### config.mk
export PLATFORM = sky130hd
export DESIGN_NAME = neighbour_contact_tally_table_flat
export DESIGN_NICKNAME = d
export VERILOG_FILES = /design/src/rtl/core/nctt_pkg.sv /design/src/rtl/core/nctt_in_if.sv /design/src/rtl/core/nctt_out_if.sv /design/src/rtl/core/nctt_store.sv /design/src/rtl/core/nctt_seq.sv /design/src/rtl/core/neighbour_contact_tally_table.sv /design/src/flat_wrapper.sv
export VERILOG_INCLUDE_DIRS = /design/src /design/src/rtl/core
export SDC_FILE = /design/constraint.sdc
export NUM_CORES = 1
export LEC_CHECK = 0
export BUFFER_PORTS_ARGS = -buffer_cell sky130_fd_sc_hd__buf_2
export CAP_MARGIN = 20
export CORE_ASPECT_RATIO = 0.75
export CORE_MARGIN = 1
export CORE_UTILIZATION = 60
export DETAILED_ROUTE_END_ITERATION = 10
export PLACE_DENSITY = 0.77
export SLEW_MARGIN = 20
export SYNTH_ARGS = -nofsm -noshare
export SYNTH_HDL_FRONTEND = slang
export SYNTH_SLANG_ARGS = --single-unit
### constraint.sdc
create_clock -name clk -period 8.8 [get_ports clk]
set_input_delay 0.88 -clock clk [delete_from_list [all_inputs] [get_ports clk]]
set_output_delay 0.88 -clock clk [all_outputs]
set_load 0.1 [all_outputs]
### src/rtl/core/assert_macros.svh
// Assertion helpers shared by the RTL files that check their own logic.
// Each use stands on a line of its own and needs no trailing semicolon.
`ifndef ASSERT_MACROS_SVH
`define ASSERT_MACROS_SVH

// Same-cycle implication, disabled while reset is asserted.
`define ASSERT_IMPLIES(label, clk_sig, rst_sig, ante, cons) \
    label: assert property (@(posedge clk_sig) disable iff (!rst_sig) (ante) |-> (cons)) \
        else $error("assertion failed");

// Next-cycle implication, disabled while reset is asserted.
`define ASSERT_NEXT(label, clk_sig, rst_sig, ante, cons) \
    label: assert property (@(posedge clk_sig) disable iff (!rst_sig) (ante) |=> (cons)) \
        else $error("assertion failed");

`endif

### src/rtl/core/nctt_pkg.sv
package nctt_pkg;

    // Table geometry
    localparam int MAX_CONTACTS = 16;
    localparam int ID_WIDTH     = 16;
    localparam int IDX_W        = (MAX_CONTACTS > 1) ? $clog2(MAX_CONTACTS) : 1;
    localparam int USED_W       = $clog2(MAX_CONTACTS + 1);

    // Fixed field widths of the words on the ports
    localparam int IN_ID_W  = 16;
    localparam int SLOT_W   = 4;
    localparam int UNIQ_W   = 5;
    localparam int TOTAL_W  = 16;
    localparam int COUNT_W  = 8;

    // Item kinds
    localparam logic KIND_ADD   = 1'b0;
    localparam logic KIND_CLEAR = 1'b1;

    typedef logic [ID_WIDTH-1:0] id_t;
    typedef logic [IDX_W-1:0]    idx_t;
    typedef logic [USED_W-1:0]   used_t;
    typedef logic [COUNT_W-1:0]  count_t;
    typedef logic [TOTAL_W-1:0]  total_t;

    localparam count_t COUNT_MAX = '1;
    localparam total_t TOTAL_MAX = '1;

    typedef struct packed {
        idx_t   slot;
        logic   is_new;
        logic   table_full;
        used_t  unique_count;
        total_t total_contacts;
        count_t peak_count;
    } result_t;

    typedef struct packed {
        logic  busy;
        used_t entries_used;
    } seq_status_t;

    typedef struct packed {
        logic   we;
        idx_t   addr;
        id_t    id;
        count_t count;
    } store_wr_t;

endpackage

### src/rtl/core/nctt_in_if.sv
interface nctt_in_if import nctt_pkg::*; ();

    logic               valid;
    logic               ready;
    logic               kind;
    logic [IN_ID_W-1:0] neighbour_id;

    modport source (output valid, output kind, output neighbour_id, input ready);
    modport sink   (input valid, input kind, input neighbour_id, output ready);

endinterface

### src/rtl/core/nctt_out_if.sv
interface nctt_out_if import nctt_pkg::*; ();

    logic               valid;
    logic               ready;
    logic [SLOT_W-1:0]  slot;
    logic               is_new;
    logic               table_full;
    logic [UNIQ_W-1:0]  unique_count;
    logic [TOTAL_W-1:0] total_contacts;
    logic [COUNT_W-1:0] peak_count;

    modport source (output valid, output slot, output is_new, output table_full,
                    output unique_count, output total_contacts, output peak_count,
                    input ready);
    modport sink   (input valid, input slot, input is_new, input table_full,
                    input unique_count, input total_contacts, input peak_count,
                    output ready);

endinterface

### src/rtl/core/nctt_store.sv
module nctt_store import nctt_pkg::*;
(
    input  logic      clk,
    input  store_wr_t wr,
    input  idx_t      rd_addr,
    output id_t       rd_id,
    output count_t    rd_count
);

    id_t    ids_mem    [MAX_CONTACTS];
    count_t counts_mem [MAX_CONTACTS];
    id_t    rd_id_reg;
    count_t rd_count_reg;

    // One write port, one registered read port
    always_ff @(posedge clk)
    begin
        if (wr.we)
        begin
            ids_mem[wr.addr]    <= wr.id;
            counts_mem[wr.addr] <= wr.count;
        end
        rd_id_reg    <= ids_mem[rd_addr];
        rd_count_reg <= counts_mem[rd_addr];
    end

    assign rd_id    = rd_id_reg;
    assign rd_count = rd_count_reg;

endmodule

### src/rtl/core/nctt_seq.sv
module nctt_seq import nctt_pkg::*;
(
    input  logic        clk,
    input  logic        rst_n,
    nctt_in_if.sink     cmd,
    output result_t     res,
    output logic        res_valid,
    input  logic        res_ready,
    output seq_status_t status,
    output store_wr_t   wr,
    output idx_t        rd_addr,
    input  id_t         rd_id,
    input  count_t      rd_count
);

    typedef enum logic [1:0] {
        S_IDLE,
        S_SCAN,
        S_UPDATE,
        S_DONE
    } state_t;

    state_t state_reg;
    id_t    key_reg;
    idx_t   scan_reg;
    idx_t   slot_reg;
    count_t cnt_reg;
    logic   hit_reg;
    logic   is_new_reg;
    logic   full_reg;
    used_t  used_reg;
    total_t total_reg;
    count_t largest_reg;

    logic   table_full;
    logic   last_entry;
    logic   id_match;
    count_t new_count;

    assign table_full = (used_reg == used_t'(MAX_CONTACTS));
    assign last_entry = (used_t'(scan_reg) == used_reg - 1'b1);
    assign id_match   = (rd_id == key_reg);
    assign new_count  = hit_reg ? ((cnt_reg == COUNT_MAX) ? cnt_reg : cnt_reg + 1'b1)
                                : count_t'(1);

    // Prefetch the next entry while the current one is compared
    assign rd_addr = (state_reg == S_SCAN) ? idx_t'(scan_reg + 1'b1) : '0;

    always_comb
    begin
        wr.we    = (state_reg == S_UPDATE) && (hit_reg || !table_full);
        wr.addr  = hit_reg ? slot_reg : idx_t'(used_reg);
        wr.id    = key_reg;
        wr.count = new_count;
    end

    assign cmd.ready = (state_reg == S_IDLE);
    assign res_valid = (state_reg == S_DONE);

    always_comb
    begin
        res.slot           = slot_reg;
        res.is_new         = is_new_reg;
        res.table_full     = full_reg;
        res.unique_count   = used_reg;
        res.total_contacts = total_reg;
        res.peak_count     = largest_reg;
    end

    assign status.busy         = (state_reg != S_IDLE);
    assign status.entries_used = used_reg;

    always_ff @(posedge clk or negedge rst_n)
    begin
        if (!rst_n)
        begin
            state_reg   <= S_IDLE;
            key_reg     <= '0;
            scan_reg    <= '0;
            slot_reg    <= '0;
            cnt_reg     <= '0;
            hit_reg     <= 1'b0;
            is_new_reg  <= 1'b0;
            full_reg    <= 1'b0;
            used_reg    <= '0;
            total_reg   <= '0;
            largest_reg <= '0;
        end
        else
        begin
            case (state_reg)
                S_IDLE:
                begin
                    if (cmd.valid)
                    begin
                        slot_reg   <= '0;
                        is_new_reg <= 1'b0;
                        full_reg   <= 1'b0;
                        if (cmd.kind == KIND_CLEAR)
                        begin
                            used_reg    <= '0;
                            total_reg   <= '0;
                            largest_reg <= '0;
                            state_reg   <= S_DONE;
                        end
                        else
                        begin
                            key_reg  <= id_t'(cmd.neighbour_id);
                            scan_reg <= '0;
                            hit_reg  <= 1'b0;
                            if (total_reg != TOTAL_MAX)
                            begin
                                total_reg <= total_reg + 1'b1;
                            end
                            // Empty table: nothing to search, go append
                            state_reg <= (used_reg == '0) ? S_UPDATE : S_SCAN;
                        end
                    end
                end

                S_SCAN:
                begin
                    if (id_match)
                    begin
                        hit_reg   <= 1'b1;
                        slot_reg  <= scan_reg;
                        cnt_reg   <= rd_count;
                        state_reg <= S_UPDATE;
                    end
                    else if (last_entry)
                    begin
                        state_reg <= S_UPDATE;
                    end
                    else
                    begin
                        scan_reg <= idx_t'(scan_reg + 1'b1);
                    end
                end

                S_UPDATE:
                begin
                    if (hit_reg)
                    begin
                        if (new_count > largest_reg)
                        begin
                            largest_reg <= new_count;
                        end
                    end
                    else if (!table_full)
                    begin
                        slot_reg   <= idx_t'(used_reg);
                        is_new_reg <= 1'b1;
                        used_reg   <= used_reg + 1'b1;
                        if (new_count > largest_reg)
                        begin
                            largest_reg <= new_count;
                        end
                    end
                    else
                    begin
                        full_reg <= 1'b1;
                    end
                    state_reg <= S_DONE;
                end

                S_DONE:
                begin
                    if (res_ready)
                    begin
                        state_reg <= S_IDLE;
                    end
                end

                default:
                begin
                    state_reg <= S_IDLE;
                end
            endcase
        end
    end

endmodule

### src/rtl/core/neighbour_contact_tally_table.sv
// Neighbour contact tally table. Each input word either records one contact
// with a neighbour identifier (kind add) or empties the table (kind clear),
// and each gives exactly one result word. An add searches the filled entries
// in order through the table's single read port, one entry per cycle, with
// one shared identifier comparator; a hit bumps that entry's count
// (saturating at 255), a miss appends the identifier with count one, and a
// miss on a full table drops the identifier and raises table_full with slot
// zero. Every add bumps the total contact counter (saturating at 65535); the
// result also carries the number of distinct neighbours held and the largest
// single-neighbour count. The sequencer holds one word at a time: an add
// takes the word, searches the filled entries up to the hit (at most the
// filled count, 16 with the default table), updates the entry and hands
// off the result; a clear goes straight to the hand-off, and an add on an
// empty table skips the search. Results land in an output register, so one
// waiting result does not block the next word from being searched. Table
// entries need no clearing after reset or clear: only entries below the
// fill count are ever compared.
module neighbour_contact_tally_table import nctt_pkg::*;
(
    input  logic      clk,
    input  logic      rst_n,
    nctt_in_if.sink   cmd,
    nctt_out_if.source rsp
);

`include "assert_macros.svh"

    result_t     res;
    logic        res_valid;
    logic        res_ready;
    seq_status_t status;
    store_wr_t   wr;
    idx_t        rd_addr;
    id_t         rd_id;
    count_t      rd_count;

    // Output register
    logic               out_valid_reg;
    logic [SLOT_W-1:0]  out_slot_reg;
    logic               out_is_new_reg;
    logic               out_full_reg;
    logic [UNIQ_W-1:0]  out_unique_reg;
    logic [TOTAL_W-1:0] out_total_reg;
    logic [COUNT_W-1:0] out_max_reg;

    nctt_seq u_seq
    (
        .clk       (clk),
        .rst_n     (rst_n),
        .cmd       (cmd),
        .res       (res),
        .res_valid (res_valid),
        .res_ready (res_ready),
        .status    (status),
        .wr        (wr),
        .rd_addr   (rd_addr),
        .rd_id     (rd_id),
        .rd_count  (rd_count)
    );

    nctt_store u_store
    (
        .clk      (clk),
        .wr       (wr),
        .rd_addr  (rd_addr),
        .rd_id    (rd_id),
        .rd_count (rd_count)
    );

    // Take a new result when the output register is empty or being drained
    assign res_ready = !out_valid_reg || rsp.ready;

    always_ff @(posedge clk or negedge rst_n)
    begin
        if (!rst_n)
        begin
            out_valid_reg <= 1'b0;
        end
        else if (res_ready)
        begin
            out_valid_reg <= res_valid;
        end
    end

    // Payload: trim slot and unique count to the port widths
    always_ff @(posedge clk)
    begin
        if (res_valid && res_ready)
        begin
            out_slot_reg   <= SLOT_W'(res.slot);
            out_is_new_reg <= res.is_new;
            out_full_reg   <= res.table_full;
            out_unique_reg <= UNIQ_W'(res.unique_count);
            out_total_reg  <= res.total_contacts;
            out_max_reg    <= res.peak_count;
        end
    end

    assign rsp.valid          = out_valid_reg;
    assign rsp.slot           = out_slot_reg;
    assign rsp.is_new         = out_is_new_reg;
    assign rsp.table_full     = out_full_reg;
    assign rsp.unique_count   = out_unique_reg;
    assign rsp.total_contacts = out_total_reg;
    assign rsp.peak_count     = out_max_reg;

    // A dropped identifier never claims a new slot
    `ASSERT_IMPLIES(a_full_not_new, clk, rst_n, rsp.valid && rsp.table_full, !rsp.is_new && (rsp.slot == '0))
    // Fill count never runs past the table depth
    `ASSERT_IMPLIES(a_fill_bound, clk, rst_n, 1'b1, status.entries_used <= USED_W'(MAX_CONTACTS))
    // A clear empties the table on the following cycle
    `ASSERT_NEXT(a_clear_empties, clk, rst_n, cmd.valid && cmd.ready && (cmd.kind == KIND_CLEAR), status.entries_used == '0)

endmodule

### src/flat_wrapper.sv
// flat-port wrapper written by rule: the top's interface ports become plain ports
module neighbour_contact_tally_table_flat import nctt_pkg::*;
  (clk, rst_n, cmd_valid, cmd_kind, cmd_neighbour_id, cmd_ready, rsp_valid, rsp_slot, rsp_is_new, rsp_table_full, rsp_unique_count, rsp_total_contacts, rsp_peak_count, rsp_ready);
  nctt_in_if cmd_i ();
  nctt_out_if rsp_i ();
  input  logic clk;
  input  logic rst_n;
  input wire logic [$bits(cmd_i.valid)-1:0] cmd_valid;
  input wire logic [$bits(cmd_i.kind)-1:0] cmd_kind;
  input wire logic [$bits(cmd_i.neighbour_id)-1:0] cmd_neighbour_id;
  output wire logic [$bits(cmd_i.ready)-1:0] cmd_ready;
  output wire logic [$bits(rsp_i.valid)-1:0] rsp_valid;
  output wire logic [$bits(rsp_i.slot)-1:0] rsp_slot;
  output wire logic [$bits(rsp_i.is_new)-1:0] rsp_is_new;
  output wire logic [$bits(rsp_i.table_full)-1:0] rsp_table_full;
  output wire logic [$bits(rsp_i.unique_count)-1:0] rsp_unique_count;
  output wire logic [$bits(rsp_i.total_contacts)-1:0] rsp_total_contacts;
  output wire logic [$bits(rsp_i.peak_count)-1:0] rsp_peak_count;
  input wire logic [$bits(rsp_i.ready)-1:0] rsp_ready;
  assign cmd_i.valid = cmd_valid;
  assign cmd_i.kind = cmd_kind;
  assign cmd_i.neighbour_id = cmd_neighbour_id;
  assign cmd_ready = cmd_i.ready;
  assign rsp_valid = rsp_i.valid;
  assign rsp_slot = rsp_i.slot;
  assign rsp_is_new = rsp_i.is_new;
  assign rsp_table_full = rsp_i.table_full;
  assign rsp_unique_count = rsp_i.unique_count;
  assign rsp_total_contacts = rsp_i.total_contacts;
  assign rsp_peak_count = rsp_i.peak_count;
  assign rsp_i.ready = rsp_ready;
  neighbour_contact_tally_table u_core (.clk(clk), .rst_n(rst_n), .cmd(cmd_i), .rsp(rsp_i));
endmodule
==> results of run 1 <==
worst min path at each step:
stage | cells after the start | slack, ps | endpoint
6_report | 1 | 450 | u_core.u_seq.total_reg[5]
5_1_grt | 0 | 500 | u_core.rsp.total_contacts[6]
4_1_cts | 1 | 490 | u_core.u_seq.total_reg[5]
3_5_place_dp | 0 | 460 | u_core.rsp.total_contacts[6]
3_3_place_gp | 1 | 460 | u_core.u_seq.cnt_reg[1]
2_1_floorplan | 0 | 420 | u_core.rsp.unique_count[3]
metal layers:
| layer | wire length, um | part of all wire [%] | up-vias |
|---|---|---|---|
| li1 | - | - | 5323 |
| met1 | 18350 | 44 | 5866 |
| met2 | 20100 | 48 | 399 |
| met3 | 2761 | 6.6 | 68 |
| met4 | 804 | 1.9 | 0 |
| met5 | 0 | 0 | - |
worst max-delay path, cell delays in order (launching register included):
cell	delay, ps
dfrtp_1	460
and4_1	290
a31oi_1	250
nor2b_1	190
xnor2_1	70
nor2_1	780
ha_1	290
nand3_1	90
or4b_1	500
a21o_1	220
a221oi_4	650
nand3_1	170
o211ai_1	160
power breakdown:
part	switching, mW	internal [mW]
Clock	0.843	1.08
Combinational	1.21	0.555
Sequential	0.314	3.08
Total	2.37	4.71
cell families (layout without fill, tap and decap cells):
logic type	Yosys count	count (layout)	synth area share, %
AO/OA/AOI/OAI	221	221	7.509
XOR/XNOR	37	37	1.573
adder cells (fa/ha/maj)	16	16	0.9720
buffers and inverters	97	198	1.950
flip-flops	510	510	71.56
multiplexers	153	153	9.058
AND/OR/NAND/NOR	325	325	7.375
cell type report:
class,count,area [um2]
Fill cell,2219,10680
Multi-Input combinational cell,752,5558
Sequential cell,510,14740
Timing Repair Buffer,86,578.1
Clock buffer,64,1311
Tap cell,450,563.0
Inverter,24,90.09
Clock inverter,24,153.9
cells in the mapped netlist, types with 9 or more instances:
master | instances | area [um2]
nand2_1 | 151 | 566.8
nor2b_1 | 51 | 319.1
mux4_2 | 24 | 540.5
xnor2_1 | 29 | 254.0
o21ai_0 | 23 | 115.1
nor2_1 | 44 | 165.2
inv_1 | 24 | 90.09
edfxtp_1 | 419 | 12580
nand3_1 | 29 | 145.1
a31oi_1 | 29 | 181.4
o211ai_1 | 9 | 67.56
mux2i_1 | 102 | 1021
a211oi_1 | 75 | 563.0
a311oi_1 | 25 | 219.0
dfrtp_1 | 67 | 1677
nor3_1 | 10 | 50.05
a21oi_1 | 39 | 195.2
ha_1 | 16 | 200.2
mux2_2 | 27 | 304.0
dfxtp_1 | 24 | 480.5
clkbuf_1 | 58 | 217.7
buf_1 | 10 | 37.54
metrics by stage:
step | setup slack (ps) | area [um2] | hold slack, ps | utilization (%)
floorplan | 5287 | 20600 | 423.1 | -
global placement | 4871 | 21420 | 462.8 | 63.60
detailed placement | 4661 | 21420 | 461.6 | 63.60
CTS | 4641 | 22880 | 486.2 | 67.95
global route | 4254 | 23000 | 495.7 | 68.30
finish | 4582 | 23000 | 454.1 | 68.30
==> impl_metrics.json, run 1 <==
{
  "status": "finished, final reports clean",
  "worst_setup_hold_path_clk_slew_ps": 60,
  "largest_register": "u_core.u_store.ids_mem",
  "flow.area_growth_from_synthesis_pct": 11.66,
  "globalRouteMet3Util_pct": 4.444,
  "power-per-cell-area_nw_per_um2": 307.9,
  "reg.largest.list": "u_core.u_store.ids_mem (256), u_core.u_store.counts_mem (128)",
  "final_max_slew_viol_count": 0,
  "cts_tree": "built",
  "grtUsageMet2_pct": 39.36,
  "worst_setup_path_end_kind": "flip-flop",
  "post_layout_nonfiller_instances": 1910,
  "syn_inst_count": 1359,
  "tns_ps": 0,
  "h_tree_levels": 2,
  "cts_resized": 0,
  "timing.hold.worst.class": "in -> async",
  "drc": 0,
  "drt-initial-drc-count": 1064,
  "die_x_um": 215.9,
  "synth.cell_area_um2": 20600,
  "timing.max_slew.rel_slack_pct": 30.14,
  "grt.met1_usage_pct": 35.44,
  "max_cap_viol_count": 0,
  "worstMarginPinSlew_ps": 1044,
  "mappedNetlistNets": 1396,
  "rrSetupSlack_ps": 4580,
  "power_mw": 7.081,
  "critPathLaunchType": "flip-flop",
  "ys.flop_type": "edfxtp_1",
  "critical_path.reg2reg.endpoint": "u_core.u_seq.largest_reg[5]",
  "grt_setup_unrepaired": "false",
  "r2r-start": "u_core.u_seq.cnt_reg[3]",
  "mostFrequentLayoutCell": "edfxtp_1",
  "floorplan.core_area_um2": 33670,
  "placed_cells": 1817,
  "grt_busiest_layer": "met2",
  "core.rowCount": 58,
  "post_cts.repair.setup_buffers": 0,
  "routed-via-count": 11660,
  "portbufs": 57,
  "grt_max_degree": 81,
  "mostFrequentLayoutCells": "edfxtp_1 (419), nand2_1 (148), mux2i_1 (102)",
  "globalplace.congestion": 0.8190,
  "pin_count": 58,
  "viasPerCell": 6.103,
  "grt_antenna_before_repair": 0,
  "fraction_of_registers_with_async_set_or_reset_after_synthesis_pct": 13.14,
  "firstDrtPassIters": 7,
  "report.final.hold_viol_count": 0,
  "power.ir.vdd_worst_v": 0.0002225,
  "synth_edf_count": 419,
  "finClkSkew_ps": 21.57,
  "overflow": 0,
  "worst-path-max-fanout": 18,
  "ys_seq_area_share_pct": 71.56,
  "final_layout_size_suffix_gt1_share_pct": 16.10,
  "first_global_vias": 11480,
  "synth.distinct_cells": 57,
  "worst_setup_path_startpoint": "u_core.u_seq.cnt_reg[3]",
  "wl_um": 42010,
  "crit_arrival_ps": 4680,
  "worstRegToRegCells": 12,
  "grt_first_pass_wirelength_um": 65360,
  "die_y_um": 162.5,
  "drt-wirelength-per-cell_um": 22.00,
  "insertedDiodeCount": 0,
  "initial_core_util_pct": 61.17,
  "syn_avg_cell_area_um2": 15.16,
  "synthesis.yosys.warnings": 0,
  "timing_worst_setup_path_type": "reg -> reg",
  "finalCriticalPeriod_ps": 4218,
  "ant_nets": 0,
  "worstSetupEndpoint": "u_core.u_seq.largest_reg[5]",
  "report.final.setup_viol": 0,
  "cts-buffers-inserted": 47,
  "worst-endpoint-required_ps": 9260,
  "clock_insertion_delay_at_the_later_pin_of_the_skew_report_ps": 560,
  "design.die.area_um2": 35080,
  "root_buffer": "clkbuf_16",
  "synth_seq_cells": 510,
  "static-leakage-power_nw": 8.222,
  "finalNetCount": 1458,
  "cts_num_sinks": 510,
  "cts_hold_repair.buffers": 0,
  "achievable_clock_frequency_mhz": 237.1,
  "largest_reg_flops": 256,
  "fin_crit_sh_pct": 47.93,
  "clk_path_buf_depth": 3,
  "grt_usage_pct": 24.67,
  "hpwlAfterDp_um": 22090
}
Power figures use the tool's default switching activity.
==> inputs of run 2 (changes only) <==
--- a/config.mk
+++ b/config.mk
@@ -6,6 +6,7 @@
 export SDC_FILE = /design/constraint.sdc
 export NUM_CORES = 1
 export LEC_CHECK = 0
+export ABC_AREA = 1
 export BUFFER_PORTS_ARGS = -buffer_cell sky130_fd_sc_hd__buf_2
 export CAP_MARGIN = 20
 export CORE_ASPECT_RATIO = 0.75
==> constraint.sdc (replaced) <==
create_clock -name clk -period 3.89 [get_ports clk]
set_input_delay 0.389 -clock clk [delete_from_list [all_inputs] [get_ports clk]]
set_output_delay 0.389 -clock clk [all_outputs]
set_load 0.1 [all_outputs]
==> impl_metrics.json, run 2 <==
{
  "synthTopCellsByArea": "edfxtp_1 (62%), dfrtp_1 (8.2%), o21ai_0 (5.6%)",
  "firstDrtPassIters": 6,
  "drc": 0,
  "die_y_um": 161.9,
  "largest_register": "u_core.u_store.ids_mem",
  "grt_antenna_before_repair": 0,
  "post-synth-top-area-fraction_pct": 61.50,
  "cts-buffers-inserted": 45,
  "worstRegToRegCells": 7,
  "largest_reg_flops": 256,
  "critical_path.reg2reg.endpoint": "u_core.u_store.ids_mem[13][0]",
  "grt_setup_unrepaired": "false",
  "cts_tree": "built",
  "insertedDiodeCount": 0,
  "clk_path_buf_depth": 3,
  "synth_most_common_cell": "edfxtp_1",
  "placed_cells": 2102,
  "static-leakage-power_nw": 7.996,
  "reg.largest.list": "u_core.u_store.ids_mem (256), u_core.u_store.counts_mem (128)",
  "critPathLaunchType": "flip-flop",
  "syn_inst_count": 1640,
  "die_x_um": 215.2,
  "first_global_vias": 13020,
  "achievable_clock_frequency_mhz": 310.1,
  "power.ir.vdd_worst_v": 0.0006778,
  "worst_setup_hold_path_clk_slew_ps": 60,
  "timing.max_slew.rel_slack_pct": 36.33,
  "hold_depth": 3,
  "synthesis.yosys.warnings": 0,
  "post_cts.repair.setup_buffers": 0,
  "final_layout_size_suffix_gt1_share_pct": 12.66,
  "worst-path-max-fanout": 24,
  "worst_setup_path_end_kind": "flip-flop",
  "synth_commonest_cells": "edfxtp_1 (419), nor2_1 (245), o21ai_0 (230)",
  "finClkSkew_ps": 20.13,
  "drt-wirelength-per-cell_um": 22.35,
  "report.final.hold_viol_count": 0,
  "floorplan.core_area_um2": 33530,
  "cts_num_sinks": 510,
  "crit_arrival_ps": 3410,
  "core.rowCount": 58,
  "worstMarginPinSlew_ps": 955.0,
  "initial_core_util_pct": 61.02,
  "synth.cell_area_um2": 20460,
  "routed-via-count": 13610,
  "worst-endpoint-required_ps": 4080,
  "fin_crit_sh_pct": 82.90,
  "timing.hold.worst.class": "in -> reg",
  "ys.flop_type": "edfxtp_1",
  "fraction_of_registers_with_async_set_or_reset_after_synthesis_pct": 13.14,
  "max_cap_viol_count": 0,
  "grt_usage_pct": 28.41,
  "root_buffer": "clkbuf_16",
  "min_from": "cmd_neighbour_id[5]",
  "rrSetupSlack_ps": 670,
  "ys_seq_area_share_pct": 72.04,
  "power_mw": 16.69,
  "power-per-cell-area_nw_per_um2": 728.6,
  "hpwlAfterDp_um": 29160,
  "synth_top_cell_by_area": "edfxtp_1",
  "mostFrequentLayoutCells": "edfxtp_1 (419), o21ai_0 (230), nor2_1 (229)",
  "worst_case_hold_path_end_point": "u_core.u_seq.key_reg[5]",
  "mappedNetlistNets": 1677,
  "tns_ps": 0,
  "grt_first_pass_wirelength_um": 75840,
  "report.final.setup_viol": 0,
  "clock_insertion_delay_at_the_later_pin_of_the_skew_report_ps": 570,
  "globalplace.congestion": 0.9323,
  "synth_edf_count": 419,
  "syn_avg_cell_area_um2": 12.47,
  "synth_seq_cells": 510,
  "grt_max_degree": 98,
  "viasPerCell": 6.222,
  "design.die.area_um2": 34850,
  "wl_um": 48900,
  "ant_nets": 0,
  "synth.distinct_cells": 48,
  "portbufs": 57,
  "mostFrequentLayoutCell": "edfxtp_1",
  "finalCriticalPeriod_ps": 3225,
  "drt-initial-drc-count": 1947,
  "h_tree_levels": 2,
  "finalNetCount": 1738,
  "r2r-start": "u_core.u_seq.state_reg[0]",
  "status": "finished, final reports clean",
  "flow.area_growth_from_synthesis_pct": 11.97,
  "layout.core_utilization_pct": 68.33,
  "timing_worst_setup_path_type": "reg -> reg",
  "pin_count": 58,
  "post_layout_nonfiller_instances": 2188,
  "overflow": 0,
  "final_max_slew_viol_count": 0
}
## run 2: changes by cell type in the layout (fill, tap and decap cells not counted), moves of 45 or more
cell      delta
a211oi_1    -75
inv_1       +45
mux2i_1    -102
nand3_1     +45
nor2_1     +204
nor2b_1     -51
o21ai_0    +207
o221ai_1    +90
## run 2: timing repair
action                    4_1_cts  5_1_grt
resized for setup               0        0
hold buffers                    1        0
hold endpoints to repair        1        0
## run 2: how the worst max path moves through the flow
stage,start,end,slack (ps),depth (start not counted)
floorplan,u_core.rsp.valid,u_core.rsp.is_new,800,1
global placement,u_core.u_seq.state_reg[0],u_core.u_store.ids_mem[4][1],880,7
detailed placement,u_core.u_seq.state_reg[0],u_core.u_store.counts_mem[4][3],700,7
CTS,u_core.u_seq.state_reg[0],u_core.u_store.ids_mem[4][4],700,7
global route,u_core.u_seq.cnt_reg[1],u_core.u_seq.largest_reg[5],440,20
finish,u_core.u_seq.state_reg[0],u_core.u_store.ids_mem[13][0],670,7
## run 2: layout make-up
| cell class | count | area [um2] |
|---|---|---|
| multi-input combinational | 967 | 5194 |
| tap | 450 | 563.0 |
| sequential | 510 | 14740 |
| fill | 2328 | 10620 |
| inverter | 79 | 296.5 |
| clock inverter | 24 | 191.4 |
| timing repair buffer | 98 | 668.1 |
| clock buffer | 60 | 1255 |
## run 2: metal layers
metal / global-route usage [%] / wire length, um
met4: 9.220 / 1346
met3: 4.850 / 4695
met2: 42.92 / 22030
met1: 42.49 / 20820
met5: 0 / 0
## run 2: worst max-delay path, stage by stage, from the launching register on
cell and delay [ps]:
dfrtp_1 410, inv_1 120, ha_1 160, buf_4 220, inv_1 310, nor2_1 420
nand3_1 400, nor2_4 790
## run 2: report_power, final
part | internal [mW] | leakage (nW) | total [mW] | switching (mW)
combinational | 1.13 | 2.49 | 4.89 | 3.76
clock | 2.47 | 0.715 | 4.41 | 1.94
sequential | 7.02 | 4.79 | 7.39 | 0.370
## run 2: stage by stage
stage | instance area (um2) | setup slack [ps] | hold slack (ps)
after floorplan | 20460 | 801.8 | 93.41
after global placement | 21420 | 875.9 | 415.5
after detailed placement | 21420 | 703.0 | 416.2
after CTS | 22880 | 700.5 | 16.10
after global routing | 22910 | 439.0 | 31.34
final | 22910 | 665.4 | 29.84
## run 2: logic make-up after synthesis
kind of cell | after synthesis | synth area share (%)
AOI/OAI and AO/OA | 372 | 11.18
xor gates and xnor gates | 19 | 0.8134
adders and majority gates | 16 | 0.9785
buffers and inverters | 163 | 3.241
DFF | 510 | 72.04
and+or+nand+nor | 560 | 11.74
